## src/design/drt_pkg.sv

```systemverilog
package drt_pkg;

    localparam int COORD_W       = 12;
    localparam int IN_COORD_W    = 13;
    localparam int AREA_W        = 2 * COORD_W;
    localparam int BOX_SCORE_W   = AREA_W + 1;
    localparam int FRAME_IDX_W   = 16;
    localparam int ENTRY_NUM_W   = 5;
    localparam int CFG_IDX_W     = 2;

    localparam int DEF_MAX_RECTS = 16;
    localparam int SCORE_BIAS    = 50;

    localparam logic [COORD_W-1:0] FRAME_WIDTH_RST  = 12'd640;
    localparam logic [COORD_W-1:0] FRAME_HEIGHT_RST = 12'd480;

    localparam logic [1:0] KIND_RECORD = 2'd0;
    localparam logic [1:0] KIND_MARK   = 2'd1;
    localparam logic [1:0] KIND_CLEAR  = 2'd2;
    localparam logic [1:0] KIND_QUERY  = 2'd3;

    localparam logic [CFG_IDX_W-1:0] REG_FRAME_WIDTH  = 2'd0;
    localparam logic [CFG_IDX_W-1:0] REG_FRAME_HEIGHT = 2'd1;

    typedef struct packed {
        logic [COORD_W-1:0] x;
        logic [COORD_W-1:0] y;
        logic [COORD_W-1:0] w;
        logic [COORD_W-1:0] h;
    } t_rect;

endpackage

```

## src/design/drt_mul.sv

```systemverilog
module drt_mul (
    input  logic                          i_clk,
    input  logic [drt_pkg::COORD_W-1:0]   i_a,
    input  logic [drt_pkg::COORD_W-1:0]   i_b,
    output logic [drt_pkg::AREA_W-1:0]    o_prod
);
    import drt_pkg::*;

    logic [AREA_W-1:0] r_prod;

    // The product is registered so that its consumer starts from a flop.
    always_ff @(posedge i_clk) begin
        r_prod <= i_a * i_b;
    end

    assign o_prod = r_prod;

endmodule

```

## src/design/drt_store.sv

```systemverilog
module drt_store #(
    parameter int DEPTH = drt_pkg::DEF_MAX_RECTS,
    parameter int AW    = (DEPTH > 1) ? $clog2(DEPTH) : 1
) (
    input  logic                 i_clk,
    input  logic                 i_we,
    input  logic [AW-1:0]        i_waddr,
    input  drt_pkg::t_rect       i_wdata,
    input  logic [AW-1:0]        i_raddr,
    output drt_pkg::t_rect       o_rdata
);
    import drt_pkg::*;

    t_rect r_mem [DEPTH];
    t_rect r_rdata;

    always_ff @(posedge i_clk) begin
        if (i_we) begin
            r_mem[i_waddr] <= i_wdata;
        end
    end

    always_ff @(posedge i_clk) begin
        r_rdata <= r_mem[i_raddr];
    end

    assign o_rdata = r_rdata;

endmodule

```

## src/design/dirty_region_tracker_core.sv

```systemverilog
// Dirty region tracker. Input transactions arrive on i_in_valid/o_in_ready and
// carry a kind: record a rectangle, mark the whole frame, clear with a frame
// index, or query one position of the redraw list. Only a query produces an
// output transaction, on o_out_valid/i_out_ready.
// Frame width and height are written through the configuration channel
// (i_cfg_valid/o_cfg_ready, index 0 width, index 1 height); it is always ready.
// Timing: mark and clear complete in the accepting cycle, so the next
// transaction may follow at once. A record that passes the check steps
// through bounds check, rectangle area, box update, box area and box score
// before the next acceptance, because one 12x12 multiplier is shared by
// both area products. A rejected record, or one that finds the store full,
// returns to idle after the bounds check alone.
// A query reads the rectangle store (registered read) and then registers
// its result in the output step; the next transaction is taken after that.
// The result sits in an output register: when the receiver stalls, the query
// waits in its final step until the register is free, and the block stays
// not ready meanwhile. Reset sets the full-redraw flag, zeroes the frame
// index, entry count and scores, restores 640x480, and drops o_out_valid.
// The store and bounding box hold no reset value.
module dirty_region_tracker_core #(
    parameter int MAX_RECTS = drt_pkg::DEF_MAX_RECTS
) (
    input  logic                               i_clk,
    input  logic                               i_rst_n,

    input  logic                               i_in_valid,
    output logic                               o_in_ready,
    input  logic [1:0]                         i_kind,
    input  logic signed [drt_pkg::IN_COORD_W-1:0] i_rect_x,
    input  logic signed [drt_pkg::IN_COORD_W-1:0] i_rect_y,
    input  logic signed [drt_pkg::IN_COORD_W-1:0] i_rect_w,
    input  logic signed [drt_pkg::IN_COORD_W-1:0] i_rect_h,
    input  logic [drt_pkg::FRAME_IDX_W-1:0]    i_frame_index,
    input  logic [drt_pkg::ENTRY_NUM_W-1:0]    i_entry_number,

    output logic                               o_out_valid,
    input  logic                               i_out_ready,
    output logic                               o_found,
    output logic [drt_pkg::COORD_W-1:0]        o_out_x,
    output logic [drt_pkg::COORD_W-1:0]        o_out_y,
    output logic [drt_pkg::COORD_W-1:0]        o_out_w,
    output logic [drt_pkg::COORD_W-1:0]        o_out_h,
    output logic                               o_whole_frame,
    output logic [drt_pkg::FRAME_IDX_W-1:0]    o_stored_index,

    input  logic                               i_cfg_valid,
    output logic                               o_cfg_ready,
    input  logic [drt_pkg::CFG_IDX_W-1:0]      i_cfg_index,
    input  logic [drt_pkg::COORD_W-1:0]        i_cfg_data
);
    import drt_pkg::*;

    localparam int CNT_W   = $clog2(MAX_RECTS + 1);
    localparam int IDX_W   = (MAX_RECTS > 1) ? $clog2(MAX_RECTS) : 1;
    // Each stored rectangle adds at most the bias plus a 24-bit area.
    localparam int SCORE_W = BOX_SCORE_W + CNT_W;

    // Sequencer states.
    localparam logic [2:0] S_IDLE = 3'd0;
    localparam logic [2:0] S_CHK  = 3'd1;
    localparam logic [2:0] S_BOX  = 3'd2;
    localparam logic [2:0] S_BMUL = 3'd3;
    localparam logic [2:0] S_BSC  = 3'd4;
    localparam logic [2:0] S_QRD  = 3'd5;
    localparam logic [2:0] S_QOUT = 3'd6;

    logic [2:0] r_state;
    logic [2:0] n_state;

    // Configuration and tracker state.
    logic [COORD_W-1:0]     r_fw;
    logic [COORD_W-1:0]     r_fh;
    logic                   r_redraw;
    logic [FRAME_IDX_W-1:0] r_last_idx;
    logic [CNT_W-1:0]       r_count;
    logic [SCORE_W-1:0]     r_score_sum;
    logic [BOX_SCORE_W-1:0] r_box_score;
    t_rect                  r_box;

    // Latched input transaction.
    logic signed [IN_COORD_W-1:0] r_in_x;
    logic signed [IN_COORD_W-1:0] r_in_y;
    logic signed [IN_COORD_W-1:0] r_in_w;
    logic signed [IN_COORD_W-1:0] r_in_h;
    logic [FRAME_IDX_W-1:0]       r_q_idx;
    logic [ENTRY_NUM_W-1:0]       r_q_num;

    // Output register.
    logic                   r_out_valid;
    logic                   r_out_found;
    t_rect                  r_out_rect;
    logic                   r_out_whole;
    logic [FRAME_IDX_W-1:0] r_out_idx;

    logic in_accept;
    logic cfg_accept;
    logic out_free;

    assign in_accept  = i_in_valid & o_in_ready;
    assign cfg_accept = i_cfg_valid & o_cfg_ready;
    assign out_free   = ~r_out_valid | i_out_ready;
    assign o_in_ready = (r_state == S_IDLE);
    assign o_cfg_ready = 1'b1;

    // ------------------------------------------------------------------
    // Bounds check on the latched rectangle. With all four values known to
    // be non-negative, the low 12 bits carry the full magnitude.
    // ------------------------------------------------------------------
    t_rect             cand;
    logic [COORD_W:0]  cand_x2;
    logic [COORD_W:0]  cand_y2;
    logic              rect_bad;
    logic              store_full;

    assign cand.x = r_in_x[COORD_W-1:0];
    assign cand.y = r_in_y[COORD_W-1:0];
    assign cand.w = r_in_w[COORD_W-1:0];
    assign cand.h = r_in_h[COORD_W-1:0];
    assign cand_x2 = {1'b0, cand.x} + {1'b0, cand.w};
    assign cand_y2 = {1'b0, cand.y} + {1'b0, cand.h};

    assign rect_bad = r_in_x[IN_COORD_W-1] | r_in_y[IN_COORD_W-1] |
                      r_in_w[IN_COORD_W-1] | r_in_h[IN_COORD_W-1] |
                      (cand.x >= r_fw) | (cand.y >= r_fh) |
                      (cand_x2 > {1'b0, r_fw}) | (cand_y2 > {1'b0, r_fh});
    assign store_full = (r_count == CNT_W'(MAX_RECTS));

    // ------------------------------------------------------------------
    // Shared multiplier: rectangle area in the check step, box area in the
    // box multiply step.
    // ------------------------------------------------------------------
    logic [COORD_W-1:0] mul_a;
    logic [COORD_W-1:0] mul_b;
    logic [AREA_W-1:0]  mul_prod;

    assign mul_a = (r_state == S_CHK) ? cand.w : r_box.w;
    assign mul_b = (r_state == S_CHK) ? cand.h : r_box.h;

    drt_mul u_mul (
        .i_clk  (i_clk),
        .i_a    (mul_a),
        .i_b    (mul_b),
        .o_prod (mul_prod)
    );

    // ------------------------------------------------------------------
    // Bounding box growth. The first rectangle after a clear replaces the box.
    // ------------------------------------------------------------------
    logic [COORD_W:0]   box_x2;
    logic [COORD_W:0]   box_y2;
    logic [COORD_W:0]   max_x2;
    logic [COORD_W:0]   max_y2;
    logic [COORD_W-1:0] min_x;
    logic [COORD_W-1:0] min_y;
    logic [COORD_W:0]   grow_w;
    logic [COORD_W:0]   grow_h;
    t_rect              box_next;

    assign box_x2 = {1'b0, r_box.x} + {1'b0, r_box.w};
    assign box_y2 = {1'b0, r_box.y} + {1'b0, r_box.h};
    assign max_x2 = (box_x2 < cand_x2) ? cand_x2 : box_x2;
    assign max_y2 = (box_y2 < cand_y2) ? cand_y2 : box_y2;
    assign min_x  = (r_box.x > cand.x) ? cand.x : r_box.x;
    assign min_y  = (r_box.y > cand.y) ? cand.y : r_box.y;
    assign grow_w = max_x2 - {1'b0, min_x};
    assign grow_h = max_y2 - {1'b0, min_y};

    always_comb begin
        if (r_count == '0) begin
            box_next = cand;
        end else begin
            box_next.x = min_x;
            box_next.y = min_y;
            box_next.w = grow_w[COORD_W-1:0];
            box_next.h = grow_h[COORD_W-1:0];
        end
    end

    logic [SCORE_W-1:0] score_base;
    assign score_base = (r_count == '0) ? '0 : r_score_sum;

    // ------------------------------------------------------------------
    // Rectangle store: written in the box step, read for queries.
    // ------------------------------------------------------------------
    t_rect store_rdata;

    drt_store #(
        .DEPTH (MAX_RECTS),
        .AW    (IDX_W)
    ) u_store (
        .i_clk   (i_clk),
        .i_we    (r_state == S_BOX),
        .i_waddr (r_count[IDX_W-1:0]),
        .i_wdata (cand),
        .i_raddr (r_q_num[IDX_W-1:0]),
        .o_rdata (store_rdata)
    );

    // ------------------------------------------------------------------
    // Query answer, formed in the output step from the current state.
    // ------------------------------------------------------------------
    logic  q_whole;
    logic  q_use_box;
    logic  q_first;
    logic  q_found;
    t_rect q_rect;

    assign q_whole   = r_redraw | (r_last_idx != r_q_idx);
    assign q_use_box = ({{(CNT_W){1'b0}}, r_score_sum[SCORE_W-1:0]} >=
                        {{(CNT_W+SCORE_W-BOX_SCORE_W){1'b0}}, r_box_score});
    assign q_first   = (r_q_num == '0);

    always_comb begin
        q_found = 1'b0;
        q_rect  = '0;
        if (q_whole) begin
            if (q_first) begin
                q_found = 1'b1;
                q_rect.w = r_fw;
                q_rect.h = r_fh;
            end
        end else if (q_use_box) begin
            if (q_first) begin
                q_found = 1'b1;
                q_rect  = r_box;
            end
        end else if ((ENTRY_NUM_W + CNT_W)'(r_q_num) <
                     (ENTRY_NUM_W + CNT_W)'(r_count)) begin
            q_found = 1'b1;
            q_rect  = store_rdata;
        end
    end

    // ------------------------------------------------------------------
    // Sequencer.
    // ------------------------------------------------------------------
    always_comb begin
        n_state = r_state;
        unique case (r_state)
            S_IDLE: begin
                if (in_accept) begin
                    if (i_kind == KIND_RECORD) begin
                        n_state = S_CHK;
                    end else if (i_kind == KIND_QUERY) begin
                        n_state = S_QRD;
                    end
                end
            end
            S_CHK: begin
                n_state = (rect_bad | store_full) ? S_IDLE : S_BOX;
            end
            S_BOX:  n_state = S_BMUL;
            S_BMUL: n_state = S_BSC;
            S_BSC:  n_state = S_IDLE;
            S_QRD:  n_state = S_QOUT;
            S_QOUT: begin
                if (out_free) begin
                    n_state = S_IDLE;
                end
            end
            default: n_state = S_IDLE;
        endcase
    end

    always_ff @(posedge i_clk) begin
        if (!i_rst_n) begin
            r_state     <= S_IDLE;
            r_fw        <= FRAME_WIDTH_RST;
            r_fh        <= FRAME_HEIGHT_RST;
            r_redraw    <= 1'b1;
            r_last_idx  <= '0;
            r_count     <= '0;
            r_score_sum <= '0;
            r_box_score <= '0;
            r_out_valid <= 1'b0;
        end else begin
            r_state <= n_state;

            if (cfg_accept) begin
                if (i_cfg_index == REG_FRAME_WIDTH) begin
                    r_fw <= i_cfg_data;
                end else if (i_cfg_index == REG_FRAME_HEIGHT) begin
                    r_fh <= i_cfg_data;
                end
            end

            if (in_accept) begin
                if (i_kind == KIND_MARK) begin
                    r_redraw <= 1'b1;
                end else if (i_kind == KIND_CLEAR) begin
                    r_last_idx <= i_frame_index;
                    r_count    <= '0;
                    r_redraw   <= 1'b0;
                end
            end

            if (r_state == S_CHK && (rect_bad | store_full)) begin
                r_redraw <= 1'b1;
            end

            // Area of the new rectangle is in the multiplier register here.
            if (r_state == S_BOX) begin
                r_count     <= r_count + 1'b1;
                r_score_sum <= score_base + SCORE_W'(SCORE_BIAS) + SCORE_W'(mul_prod);
            end

            if (r_state == S_BSC) begin
                r_box_score <= BOX_SCORE_W'(SCORE_BIAS) + BOX_SCORE_W'(mul_prod);
            end

            if (r_state == S_QOUT && out_free) begin
                r_out_valid <= 1'b1;
            end else if (i_out_ready) begin
                r_out_valid <= 1'b0;
            end
        end
    end

    // Payload registers.
    always_ff @(posedge i_clk) begin
        if (in_accept) begin
            r_in_x  <= i_rect_x;
            r_in_y  <= i_rect_y;
            r_in_w  <= i_rect_w;
            r_in_h  <= i_rect_h;
            r_q_idx <= i_frame_index;
            r_q_num <= i_entry_number;
        end
        if (r_state == S_BOX) begin
            r_box <= box_next;
        end
        if (r_state == S_QOUT && out_free) begin
            r_out_found <= q_found;
            r_out_rect  <= q_rect;
            r_out_whole <= r_redraw;
            r_out_idx   <= r_last_idx;
        end
    end

    assign o_out_valid    = r_out_valid;
    assign o_found        = r_out_found;
    assign o_out_x        = r_out_rect.x;
    assign o_out_y        = r_out_rect.y;
    assign o_out_w        = r_out_rect.w;
    assign o_out_h        = r_out_rect.h;
    assign o_whole_frame  = r_out_whole;
    assign o_stored_index = r_out_idx;

    // ------------------------------------------------------------------
    // Assertions.
    // ------------------------------------------------------------------
    a_count_bound: assert property (@(posedge i_clk) disable iff (!i_rst_n)
        r_count <= CNT_W'(MAX_RECTS))
        else $error("entry count exceeds store depth");

    a_clear_effect: assert property (@(posedge i_clk) disable iff (!i_rst_n)
        (in_accept && i_kind == KIND_CLEAR) |=> (r_count == '0 && !r_redraw))
        else $error("clear did not empty the store");

    a_reject_flags: assert property (@(posedge i_clk) disable iff (!i_rst_n)
        (r_state == S_CHK && rect_bad) |=> r_redraw)
        else $error("rejected rectangle did not set the full-redraw flag");

    a_out_source: assert property (@(posedge i_clk) disable iff (!i_rst_n)
        (!$past(r_out_valid) && r_out_valid) |-> $past(r_state) == S_QOUT)
        else $error("result appeared outside the query output step");

endmodule

```

## config.mk

```make
export PLATFORM = sky130hd
export DESIGN_NAME = dirty_region_tracker_core
export DESIGN_NICKNAME = d
export VERILOG_FILES = /design/src/design/drt_pkg.sv /design/src/design/drt_mul.sv /design/src/design/drt_store.sv /design/src/design/dirty_region_tracker_core.sv
export SDC_FILE = /design/constraint.sdc
export NUM_CORES = 2
export LEC_CHECK = 0
export ABC_AREA = 0
export BUFFER_PORTS_ARGS = -buffer_cell sky130_fd_sc_hd__buf_2
export CAP_MARGIN = 40
export CORE_AREA = 2 2 352 354
export CTS_BUF_LIST = sky130_fd_sc_hd__clkbuf_4 sky130_fd_sc_hd__clkbuf_8
export DETAILED_ROUTE_END_ITERATION = 10
export DIE_AREA = 0 0 354 356
export HOLD_SLACK_MARGIN = 0.06
export PLACE_DENSITY_LB_ADDON = 0.2
export SLEW_MARGIN = 15
export SYNTH_ARGS = -nofsm -noshare
export SYNTH_HDL_FRONTEND = slang
export SYNTH_SLANG_ARGS = --single-unit
```

## constraint.sdc

```tcl
create_clock -name i_clk -period 20 [get_ports i_clk]
set_input_delay 4 -clock i_clk [delete_from_list [all_inputs] [get_ports i_clk]]
set_output_delay 4 -clock i_clk [all_outputs]
set_load 0.1 [all_outputs]
```

==> impl_metrics.yaml <==
worst_setup_path:
  r2r-start: "r_in_y[0]$_DFFE_PP_"
  crit_end: "r_box[10]$_DFFE_PP_"
  path_depth: 28
  critPathLaunchType: "register"
  slowest_delay_ps: 660
  ff2ff_setup_slack_ps: 12840
  reg2regPathDepth: 28
  end_kind: "register"
  slowest_stage: "edfxtp_1"
  critPathKind: "register to register"
  worstPathMaxFanout: 20
  crit_start: "r_in_y[0]$_DFFE_PP_"
  cpLargestDelayFamily: "compound AO/OA/AOI/OAI gates"
  crit_buf_inv: 3
  rr_endpoint: "r_box[10]$_DFFE_PP_"
  worstPathArrival_ps: 7830
  crit_path_frequent_cell: "a21o_1"
  required_ps: 20670
place:
  placedCellCount: 5602
  place_area_um2: 58100
  port_buffers: 161
  gp_congestion: 0.900
  place_ws_ps: 12870
  place_hpwl_mm: 103
detailed_routing:
  drtIter0Drc: 3107
  wl_mm: 153
  vias_per_cell: 5.64
  drt_pass1_iterations: 5
  ant_nets: 0
  drc_errors: 0
  vias: 33600
  wl_per_cell_um: 25.7
clock_tree:
  path_clk_slew_ps: 60
  cts_buffers: 186
  clockBufferDepth: 3
  cts_tree: "built"
  cts_setup_buffers: 0
  hold_buffers: 0
  cts_resized: 0
  h-tree-depth: 4
  numClockSinks: 1132
  root_buffer: "clkbuf_8"
  clock_latency_ps: 960
yosys:
  ys_seq_elements: 1132
  postSynthCellCount: 3833
  syn_nets: 4348
  synth_top_area_frac: 0.526
  avgSynthCellArea_um2: 14.2
  yosysUniqueCellTypes: 81
  yosysMostFrequentCell: "edfxtp_1"
  yosys_warnings: 0
  ys_seq_area_frac: 0.591
  synth-xor-area-share: 0.0199
  yosys-top-cells-area: "edfxtp_1 (53%), mux4_2 (7.7%), ha_1 (7.2%)"
  synth_edf_count: 955
  synthSimpleGateAreaFrac: 0.0682
  synth.mux.area_fraction: 0.107
  synth_common_cells: "edfxtp_1 (955), ha_1 (314), nand2_1 (298)"
  synthAdderAreaFrac: 0.111
  yosys.area.top_type: "edfxtp_1"
  synthesis.area_um2: 54500
  synth_top_family_by_area: "adder cells"
  ys.flop_type: "edfxtp_1"
  synth-compound-area-share: 0.0723
  async_flop_share: 0
die:
  die_x_um: 354
  io_pins: 163
  rows: 129
  dieArea_um2: 126000
  core_area_um2: 123000
  die_h_um: 356
  start_util: 0.444
final_layout:
  utilization: 0.508
  final_area_um2: 62300
  fin_nets: 4673
  layout.cells.non_filler: 5955
  area_delta_synth_final_pct: 14.4
  drive_gt1_frac: 0.207
  nFillCells: 10500
global_route:
  grt_pass1_wl_mm: 223
  grt_pass1_vias: 33800
  overflow: 0
  grt_max_degree: 64
  antenna_found_initial: 6
  globalRouteTotalUtil: 0.244
timing:
  final.setup.worst_slack_ps: 12840
  slew_headroom: 0.368
  fin_worst_skew_ps: 70.6
  period_needed_ps: 7160
  max_freq_mhz: 140
  drv_slew: 0
  hold_ws_ps: 469
  period_share: 0.358
  tns_ps: 0
  hold_viol_final: 0
  finalSetupViolations: 0
  rsz0062_at_grt: "false"
  worstMarginPinSlew_ps: 948
pwr:
  power_mw: 6.02
  powerDensity_nw_per_um2: 96.5
  cellLeakagePower_nw: 23.5
  vdd_drop_max_uv: 68.3
outcome:
  outcome: "completed"
run:
  drv_cap: 0
min_path:
  hold_class: "register to register"
## layout by cell type (no fill, tap or decap), drive strengths merged, types with 17 or more instances in the layout
cell type	count
clkbuf	274
mux2i	101
fa	107
ha	314
o211ai	22
mux2	57
and2	67
xor2	47
nor3	40
a22o	25
mux4	186
xnor2	77
a211oi	41
o21ai	78
o21a	22
nor2b	30
a21o	41
nor2	206
and3	20
or3	22
edfxtp	955
a21oi	195
dfxtp	177
clkinv	43
a221o	52
nand4	24
nand3	41
nand2	298
buf	276
nand2b	17
inv	293
o22ai	30
## kinds of logic (layout without fill, tap and decap cells)
logic type / after synthesis / in the layout
DFF: 1132 / 1132
and+or+nand+nor: 802 / 802
AOI/OAI and AO/OA: 586 / 586
buffers and inverters: 423 / 906
adders and majority gates: 421 / 421
muxes: 344 / 344
xor gates and xnor gates: 124 / 124
other: 1 / 3
## worst min-delay path by stage
stage / end / cells past startpoint / slack [ps] / startpoint
floorplan: o_whole_frame$_DFFE_PP_ / 0 / 420 / r_redraw$_SDFFE_PP1P_
global placement: r_score_sum[0]$_SDFFE_PN0P_ / 2 / 440 / r_score_sum[0]$_SDFFE_PN0P_
detailed placement: r_fh[10]$_SDFFE_PN0P_ / 2 / 460 / r_fh[10]$_SDFFE_PN0P_
CTS: r_fh[10]$_SDFFE_PN0P_ / 2 / 470 / r_fh[10]$_SDFFE_PN0P_
global route: r_fh[10]$_SDFFE_PN0P_ / 2 / 490 / r_fh[10]$_SDFFE_PN0P_
finish: r_score_sum[0]$_SDFFE_PN0P_ / 2 / 470 / r_score_sum[0]$_SDFFE_PN0P_
## worst min-delay path, stage by stage, from the launching register on
cell and delay (ps):
dfxtp_1 310, nand2_1 50, a21oi_1 60
## layout make-up
type                       instances  area [um^2]  share of cell area
sequential                      1132        32200               0.517
multi-input combinational       2278        20900               0.334
tap                             1637         2050              0.0329
clock inverter                    72          796              0.0128
timing repair buffer             276         2030              0.0326
clock buffer                     274         3330              0.0534
inverter                         284         1070              0.0171
antenna                            2         5.00           0.0000803
## report_power, final
group | internal [mW] | switching (mW)
logic | 0.473 | 0.641
clock network | 1.23 | 0.984
registers | 2.63 | 0.0674
## per-layer routing
metal	GRT usage	vias up	wire length, um
met5	0	-	0
met4	0.0834	0	4630
met3	0.0440	241	11100
met2	0.382	1280	69700
met1	0.345	17000	67500
li1	-	15100	-
## flip-flops by register name (all words and copies together) (netlist names), 13 cells and up
name	count
r_last_idx	16
r_score_sum	30
r_in_x	13
r_in_h	13
r_box_score	25
u_store.o_rdata	48
u_store.r_mem	768
r_in_w	13
r_in_y	13
u_mul.o_prod	24
o_stored_index	16
r_box	48
r_q_idx	16
(Power assumes the default switching activity.)
